### src/rtl/pps_pkg.sv
package pps_pkg;

  // Field widths of the input and result words.
  localparam int unsigned AddrW     = 16;
  localparam int unsigned ByteW     = 8;
  localparam int unsigned ColourW   = 4;
  localparam int unsigned RgbW      = 24;
  localparam int unsigned CountW    = 4;
  localparam int unsigned PalDepth  = 16;
  localparam int unsigned PalAddrW  = 4;
  localparam int unsigned InDataW   = 40;
  localparam int unsigned OutDataW  = 32;

  // Reset value of the base address register.
  localparam logic [AddrW-1:0] BaseReset = 16'hFE20;

  // Control register bits.
  localparam int unsigned CtlFlashBit = 0;
  localparam int unsigned CtlFastBit  = 4;

  // Shift rate for a control byte: mode bits 3..2 select 8, 4, 2 or 1 ticks.
  function automatic logic [CountW-1:0] rate_of_control(input logic [ByteW-1:0] ctl);
    logic [CountW-1:0] rate;
    case (ctl[3:2])
      2'd0:    rate = 4'd8;
      2'd1:    rate = 4'd4;
      2'd2:    rate = 4'd2;
      default: rate = 4'd1;
    endcase
    return rate;
  endfunction

endpackage

### src/rtl/pps_ram.sv
module pps_ram #(
  parameter int unsigned Width = 4,
  parameter int unsigned Depth = 16
) (
  input  logic                     clk_i,
  input  logic                     we_i,
  input  logic [$clog2(Depth)-1:0] waddr_i,
  input  logic [Width-1:0]         wdata_i,
  input  logic                     re_i,
  input  logic [$clog2(Depth)-1:0] raddr_i,
  output logic [Width-1:0]         rdata_o
);

  logic [Width-1:0] mem_q [Depth];
  logic [Width-1:0] rdata_q;

  // One write port; the read data is registered and holds while no read is issued.
  always_ff @(posedge clk_i) begin
    if (we_i) begin
      mem_q[waddr_i] <= wdata_i;
    end
    if (re_i) begin
      rdata_q <= mem_q[raddr_i];
    end
  end

  assign rdata_o = rdata_q;

endmodule

### src/rtl/palette_pixel_shifter.sv
// Palette and pixel shifter of a video ULA, one input word per 16 MHz tick.
// The slave stream carries one tick: the processor bus access, the 1 MHz and
// 2 MHz edge flags, the display byte and the cursor flag. A write at the base
// address loads the control register, a write at base+1 loads one palette
// entry; such ticks and bus reads there give no output word. Every other tick
// gives one master word with the pixel colour.
// The user must load the base address through cfg_we_i / cfg_wdata_i only
// while idle; the block itself does not enforce it. The palette lives in a
// 16 x 4 synchronous RAM. A pixel tick updates the shift register and
// countdown in the cycle it is accepted and issues the palette read; the
// RAM data is then registered into the output word. Throughput is one word
// per cycle while the receiver does not stall, set by the single palette
// read port. When the receiver stalls, the output register holds its word,
// the palette read stage holds its RAM data, and s_axis_tready drops while
// both are full and the receiver stalls.
// Reset returns control, shift register and countdown (eight) to their start
// values and clears the palette valid bits, so every entry reads as its own
// index until written; no clearing pass is needed.
module palette_pixel_shifter (
  input  logic                          clk_i,
  input  logic                          rst_ni,
  input  logic                          cfg_we_i,
  input  logic [pps_pkg::AddrW-1:0]     cfg_wdata_i,
  input  logic                          s_axis_tvalid,
  output logic                          s_axis_tready,
  // bus_address[15:0], bus_is_read[16], write_byte[24:17], edge_1mhz[25],
  // edge_2mhz[26], display_byte[34:27], cursor_on[35], zero[39:36]
  input  logic [pps_pkg::InDataW-1:0]   s_axis_tdata,
  output logic                          m_axis_tvalid,
  input  logic                          m_axis_tready,
  // pixel_rgb[23:0], physical_colour[27:24], zero[31:28]
  output logic [pps_pkg::OutDataW-1:0]  m_axis_tdata
);

  // Input field unpacking.
  logic [pps_pkg::AddrW-1:0] bus_address;
  logic                      bus_is_read;
  logic [pps_pkg::ByteW-1:0] write_byte;
  logic                      edge_1mhz;
  logic                      edge_2mhz;
  logic [pps_pkg::ByteW-1:0] display_byte;
  logic                      cursor_on;

  assign bus_address  = s_axis_tdata[15:0];
  assign bus_is_read  = s_axis_tdata[16];
  assign write_byte   = s_axis_tdata[24:17];
  assign edge_1mhz    = s_axis_tdata[25];
  assign edge_2mhz    = s_axis_tdata[26];
  assign display_byte = s_axis_tdata[34:27];
  assign cursor_on    = s_axis_tdata[35];

  // State registers.
  logic [pps_pkg::AddrW-1:0]    base_q;
  logic [pps_pkg::ByteW-1:0]    ctrl_q, ctrl_d;
  logic [pps_pkg::ByteW-1:0]    shift_q, shift_d;
  logic [pps_pkg::CountW-1:0]   count_q, count_d;
  logic [pps_pkg::PalDepth-1:0] pal_valid_q, pal_valid_d;

  // Read stage: a palette read is in flight or its data is held.
  logic                         rd_valid_q;
  logic [pps_pkg::PalAddrW-1:0] rd_addr_q;
  logic                         rd_entry_valid_q;
  logic                         rd_cursor_q;
  logic                         rd_flash_en_q;

  // Output register.
  logic                          out_valid_q;
  logic [pps_pkg::ColourW-1:0]   out_phys_q;
  logic [pps_pkg::RgbW-1:0]      out_rgb_q;

  logic in_fire, rd_adv, hit_ctrl, hit_pal, is_pixel, do_latch;
  logic [pps_pkg::AddrW:0]      pal_addr_ext;
  logic [pps_pkg::ByteW-1:0]    shift_lat;
  logic [pps_pkg::CountW-1:0]   count_dec;
  logic [pps_pkg::PalAddrW-1:0] logical;
  logic                         pal_we;
  logic [pps_pkg::ColourW-1:0]  ram_rdata;
  logic [pps_pkg::ColourW-1:0]  phys;
  logic                         invert;
  logic [pps_pkg::ByteW-1:0]    red, green, blue;

  // Handshake: the read stage moves on when the output register is free.
  assign rd_adv        = !out_valid_q || m_axis_tready;
  assign s_axis_tready = !rd_valid_q || rd_adv;
  assign in_fire       = s_axis_tvalid && s_axis_tready;

  // Address decode; base+1 is computed one bit wider so it does not wrap.
  assign pal_addr_ext = {1'b0, base_q} + {{pps_pkg::AddrW{1'b0}}, 1'b1};
  assign hit_ctrl     = (bus_address == base_q);
  assign hit_pal      = !hit_ctrl && ({1'b0, bus_address} == pal_addr_ext);
  assign is_pixel     = !hit_ctrl && !hit_pal;
  assign pal_we       = in_fire && hit_pal && !bus_is_read;

  // Latch, colour gather and shift for a pixel tick.
  assign do_latch  = edge_1mhz || (edge_2mhz && ctrl_q[pps_pkg::CtlFastBit]);
  assign shift_lat = do_latch ? display_byte : shift_q;
  assign logical   = {shift_lat[7], shift_lat[5], shift_lat[3], shift_lat[1]};
  assign count_dec = count_q - 4'd1;

  always_comb begin
    ctrl_d      = ctrl_q;
    shift_d     = shift_q;
    count_d     = count_q;
    pal_valid_d = pal_valid_q;
    if (in_fire) begin
      if (hit_ctrl) begin
        if (!bus_is_read) begin
          ctrl_d  = write_byte;
          count_d = pps_pkg::rate_of_control(write_byte);
        end
      end else if (hit_pal) begin
        if (!bus_is_read) begin
          pal_valid_d[write_byte[7:4]] = 1'b1;
        end
      end else begin
        if (count_dec == '0) begin
          shift_d = {shift_lat[6:0], 1'b1};
          count_d = pps_pkg::rate_of_control(ctrl_q);
        end else begin
          shift_d = shift_lat;
          count_d = count_dec;
        end
      end
    end
  end

  // Palette memory.
  pps_ram #(
    .Width(pps_pkg::ColourW),
    .Depth(pps_pkg::PalDepth)
  ) u_pal_ram (
    .clk_i  (clk_i),
    .we_i   (pal_we),
    .waddr_i(write_byte[7:4]),
    .wdata_i(write_byte[3:0]),
    .re_i   (in_fire && is_pixel),
    .raddr_i(logical),
    .rdata_o(ram_rdata)
  );

  // Colour forming from the palette entry; an unwritten entry holds its index.
  assign phys   = rd_entry_valid_q ? ram_rdata : rd_addr_q;
  assign invert = !(phys[3] && rd_flash_en_q) ^ rd_cursor_q;
  assign red    = {pps_pkg::ByteW{phys[0] ^ invert}};
  assign green  = {pps_pkg::ByteW{phys[1] ^ invert}};
  assign blue   = {pps_pkg::ByteW{phys[2] ^ invert}};

  // Control state.
  always_ff @(posedge clk_i or negedge rst_ni) begin
    if (!rst_ni) begin
      base_q      <= pps_pkg::BaseReset;
      ctrl_q      <= '0;
      shift_q     <= '0;
      count_q     <= pps_pkg::rate_of_control('0);
      pal_valid_q <= '0;
      rd_valid_q  <= 1'b0;
      out_valid_q <= 1'b0;
    end else begin
      if (cfg_we_i) begin
        base_q <= cfg_wdata_i;
      end
      ctrl_q      <= ctrl_d;
      shift_q     <= shift_d;
      count_q     <= count_d;
      pal_valid_q <= pal_valid_d;
      if (s_axis_tready) begin
        rd_valid_q <= in_fire && is_pixel;
      end
      if (rd_adv) begin
        out_valid_q <= rd_valid_q;
      end
    end
  end

  // Payload of the read stage and the output register.
  always_ff @(posedge clk_i) begin
    if (in_fire && is_pixel) begin
      rd_addr_q        <= logical;
      rd_entry_valid_q <= pal_valid_q[logical];
      rd_cursor_q      <= cursor_on;
      rd_flash_en_q    <= ctrl_q[pps_pkg::CtlFlashBit];
    end
    if (rd_adv && rd_valid_q) begin
      out_phys_q <= phys;
      out_rgb_q  <= {red, green, blue};
    end
  end

  assign m_axis_tvalid = out_valid_q;
  assign m_axis_tdata  = {4'b0000, out_phys_q, out_rgb_q};

  // The shift countdown is never zero between ticks.
  assert property (@(posedge clk_i) disable iff (!rst_ni) count_q != '0)
    else $error("shift countdown reached zero");

  // A blocked read stage keeps its word.
  assert property (@(posedge clk_i) disable iff (!rst_ni)
    (rd_valid_q && !rd_adv) |=> rd_valid_q)
    else $error("read stage word lost under stall");

  // The input side is only held off while the read stage is full.
  assert property (@(posedge clk_i) disable iff (!rst_ni)
    !s_axis_tready |-> (rd_valid_q && out_valid_q && !m_axis_tready))
    else $error("input stalled without cause");

  // Palette valid bits are never cleared outside reset.
  assert property (@(posedge clk_i) disable iff (!rst_ni)
    ((pal_valid_q & $past(pal_valid_q)) == $past(pal_valid_q)))
    else $error("palette valid bit cleared");

endmodule
### config.mk
export PLATFORM = sky130hd
export DESIGN_NAME = palette_pixel_shifter
export DESIGN_NICKNAME = d
export VERILOG_FILES = /design/src/rtl/pps_pkg.sv /design/src/rtl/pps_ram.sv /design/src/rtl/palette_pixel_shifter.sv
export SDC_FILE = /design/constraint.sdc
export NUM_CORES = 1
export LEC_CHECK = 0
export ABC_AREA = 1
export BUFFER_PORTS_ARGS = -buffer_cell sky130_fd_sc_hd__buf_4
export CORE_ASPECT_RATIO = 0.8
export CORE_MARGIN = 4
export CORE_UTILIZATION = 55
export DETAILED_ROUTE_END_ITERATION = 12
export HOLD_SLACK_MARGIN = 0.12
export PLACE_DENSITY = 0.74
export SLEW_MARGIN = 20
export SYNTH_ARGS = -nofsm -noshare
export SYNTH_HDL_FRONTEND = slang
export SYNTH_SLANG_ARGS = --single-unit
### constraint.sdc
create_clock -name clk_i -period 2.45 [get_ports clk_i]
set_input_delay 0.1225 -clock clk_i [delete_from_list [all_inputs] [get_ports clk_i]]
set_output_delay 0.1225 -clock clk_i [all_outputs]
set_load 0.05 [all_outputs]
==> flow_summary.yaml <==
clock_tree:
  cts_root_buffer: "clkbuf_16"
  clock_latency_ps: 420
  clockBufferDepth: 2
  h-tree-depth: 4
  clkTransAtPathRegs_ps: 60
  cts_made_buffers: 17
  cts_sinks: 132
  cts_tree: "yes"
final_layout:
  drive_gt1_share_pct: 22.7
  area.growth.synth_to_final_pct: 27.7
  diodes: 0
  postLayoutCoreUtil_pct: 72.5
  final_cell_mix: "201 x nand2_1, 107 x buf_4, 100 x inv_1"
  final_common_cell: "nand2_1"
  fin_nets: 968
  instances_no_fill: 1088
  fillers: 911
critical_path:
  path_cells: "ha_4 > nand3_4 > nor2_4 > nand2_1 > nand2_1 > nand2_1 > nor2_1 > nand2_2 > nor2_4 > buf_4 > nand4_4 > inv_2"
  r2r_setup_slack_ps: 100
  path_delay_family: "simple AND/OR/NAND/NOR gates"
  cp_common_cell: "nand2_1"
  r2r-start: "base_q[0]$_DFFE_PN0P_"
  path_class: "flip-flop to flip-flop"
  worstPathRequired_ps: 2580
  critPathMaxStageDelay_ps: 420
  reg2regPathDepth: 12
  cp_slowest_cell: "dfrtp_1"
  path_max_fanout: 7
  timing.rr.end: "u_pal_ram.mem_q[4][2]$_DFFE_PP_"
  worstSetupStartpointType: "flip-flop"
  end_kind: "flip-flop"
  critPathBufInv: 2
  worst_ep_arrival_time_ps: 2480
floorplanning:
  die_height_um: 109
  io_pins: 95
  core_um2: 12300
  die_w_um: 134
  die-area_um2: 14600
  row_count: 36
  start_util_pct: 56.8
pwr:
  clock_power_share_pct: 35.4
  p_switching_mw: 2.44
  p_comb_share_pct: 27.9
  switching_share_pct: 32.9
  power_density_nw_per_um2: 829
  p_leak_nw: 4.18
  seqPwrFrac_pct: 36.7
  internal_power_mw: 4.98
  vdd_ir_drop_max_mv: 0.578
sta:
  fin_crit_sh_pct: 96.0
  relSlewSlack_pct: 55.9
  min_period_ps: 2350
  setup_viol: 0
  hold_violations: 0
  clock_skew_ps: 10.9
  slew_violations: 0
  clock.fmax_mhz: 425
  worst_pin_slew_ps: 662
global_routing:
  grt_pass1_vias: 5723
  antenna_found_initial: 0
  overflow: 0
  grt_use_total_pct: 23.7
  grt_pass1_wl_mm: 27.2
  grt_max_degree: 51
placement:
  gp_congestion: 0.886
  dp_hpwl_mm: 10.8
  place_inst: 1004
  port_buffers: 86
synth:
  synth_area_um2: 7010
  post_synth_num_cell_types: 37
  yosys.area.top_type_share_pct: 35.1
  yosysTopAreaCell: "edfxtp_1"
  ys.flop_type: "edfxtp_1"
  syn_inst: 771
  synth_edf_count: 82
  yosys_warnings: 0
  synth-seq-cells: 132
  ys_seq_area_share_pct: 53.1
  yosys-top-cells-area: "edfxtp_1 35%, dfrtp_1 15%, nand2_1 11%"
  avgSynthCellArea_um2: 9.09
  synthArstFlopShare_pct: 37.9
detailed_routing:
  drcViolationCount: 0
  num_vias: 5657
  drt-wirelength-per-cell_um: 15.1
  dr.pass1.iters: 7
  drt-initial-drc-count: 440
  postRouteAntennaNets: 0
  via_per_inst: 5.20
  routed_wirelength_mm: 16.4
hold_path:
  hold_end: "shift_q[0]$_DFFE_PN0P_"
  min_delay_path_depth: 5
  hp-start: "s_axis_tdata[27]"
  hp-class: "input pin to flip-flop"
run_status:
  status: "finished, final reports clean"
run:
  maxCapViolations: 0
[cell usage after synthesis (9+ instances only)]
cell type / number
dfrtp_1: 41
nor2_1: 51
dfstp_2: 9
nand4_1: 16
nand3_1: 53
o21bai_1: 12
o21ai_0: 55
o211ai_1: 24
nand4_4: 10
clkbuf_1: 15
edfxtp_1: 82
inv_1: 105
inv_2: 11
nand2_1: 201
xnor2_1: 9
buf_4: 25
[area by class of cell]
type                       instances  area (um^2)  area share (%)
sequential                       132         3720            41.6
multi-input combinational        479         2610            29.2
tap                              171          214            2.39
timing repair buffer             157         1320            14.7
clock buffer                      24          547            6.11
inverter                         116          444            4.96
clock inverter                     8         83.8           0.937
timing repair inverter             1         7.51          0.0839
[metal layers]
| layer | vias up | global-route usage, % | share of wire [%] |
|---|---|---|---|
| met2 | 226 | 38.8 | 47 |
| li1 | 2771 | - | - |
| met4 | 0 | 7.85 | 2.1 |
| met5 | - | 0 | 0 |
| met1 | 2627 | 30.9 | 43 |
| met3 | 33 | 6.55 | 8.1 |
[metrics by stage]
step                cell area, um^2  setup TNS [ps]  power, mW  setup slack [ps]  hold slack, ps
floorplan                      7030               0       4.22               143            -173
global placement               7740               0       4.65               164             189
detailed placement             7740               0       4.71               108             202
CTS                            8840               0       7.41              97.7             123
global route                   8950            -668       7.81             -33.7             128
finish                         8950               0       7.42              96.8             138
[power groups by stage]
stage | clock network [mW] | logic (mW) | registers [mW]
after floorplan | 0 | 1.40 | 2.82
after global placement | 0 | 1.90 | 2.75
after detailed placement | 0 | 1.95 | 2.76
after CTS | 2.66 | 2.04 | 2.72
after global routing | 2.78 | 2.28 | 2.75
final | 2.63 | 2.07 | 2.72
[worst min-delay path: stages]
cell,delay (ps)
buf_4,80
mux2i_1,90
nand2_1,80
nand3_1,80
nand2_1,70
[worst max-delay path by stage]
stage,start,end,slack [ps],cells past startpoint
floorplan,m_axis_tvalid$_DFFE_PN0P_,u_pal_ram.mem_q[10][0]$_DFFE_PP_,140,6
global placement,base_q[0]$_DFFE_PN0P_,u_pal_ram.mem_q[8][1]$_DFFE_PP_,160,12
detailed placement,base_q[0]$_DFFE_PN0P_,u_pal_ram.mem_q[2][3]$_DFFE_PP_,110,12
CTS,base_q[0]$_DFFE_PN0P_,u_pal_ram.mem_q[3][1]$_DFFE_PP_,100,12
global route,base_q[0]$_DFFE_PN0P_,u_pal_ram.mem_q[12][1]$_DFFE_PP_,-30,11
finish,base_q[0]$_DFFE_PN0P_,u_pal_ram.mem_q[4][2]$_DFFE_PP_,100,12
[kinds of logic after synthesis]
group	after synthesis	share of synthesized area, %
XOR/XNOR	12	1.50
AO/OA/AOI/OAI	99	8.39
multiplexers	8	1.27
flip-flops	132	53.1
AND/OR/NAND/NOR	352	24.4
buffers and inverters	164	10.7
adder cells (fa/ha/maj)	3	0.536
other	1	0.0535
[registers in the layout, indices dropped and copies added (netlist names)]
| signal | count |
|---|---|
| shift_q | 8 |
| rd_valid_q | 1 |
| rd_flash_en_q | 1 |
| u_pal_ram.mem_q | 64 |
| rd_cursor_q | 1 |
| count_q | 4 |
| ctrl_q | 4 |
| out_phys_q | 4 |
| out_rgb_q | 3 |
| m_axis_tvalid | 1 |
| rd_addr_q | 4 |
| pal_valid_q | 16 |
| u_pal_ram.rdata_o | 4 |
| rd_entry_valid_q | 1 |
| base_q | 16 |
[what timing repair did]
item	4_1_cts	5_1_grt
setup endpoints to repair	0	76
gates resized for setup	0	20
hold buffers	47	0
endpoints found under the hold margin	129	0
buffers inserted	0	3
No activity file was read; power rests on OpenSTA's default activity.
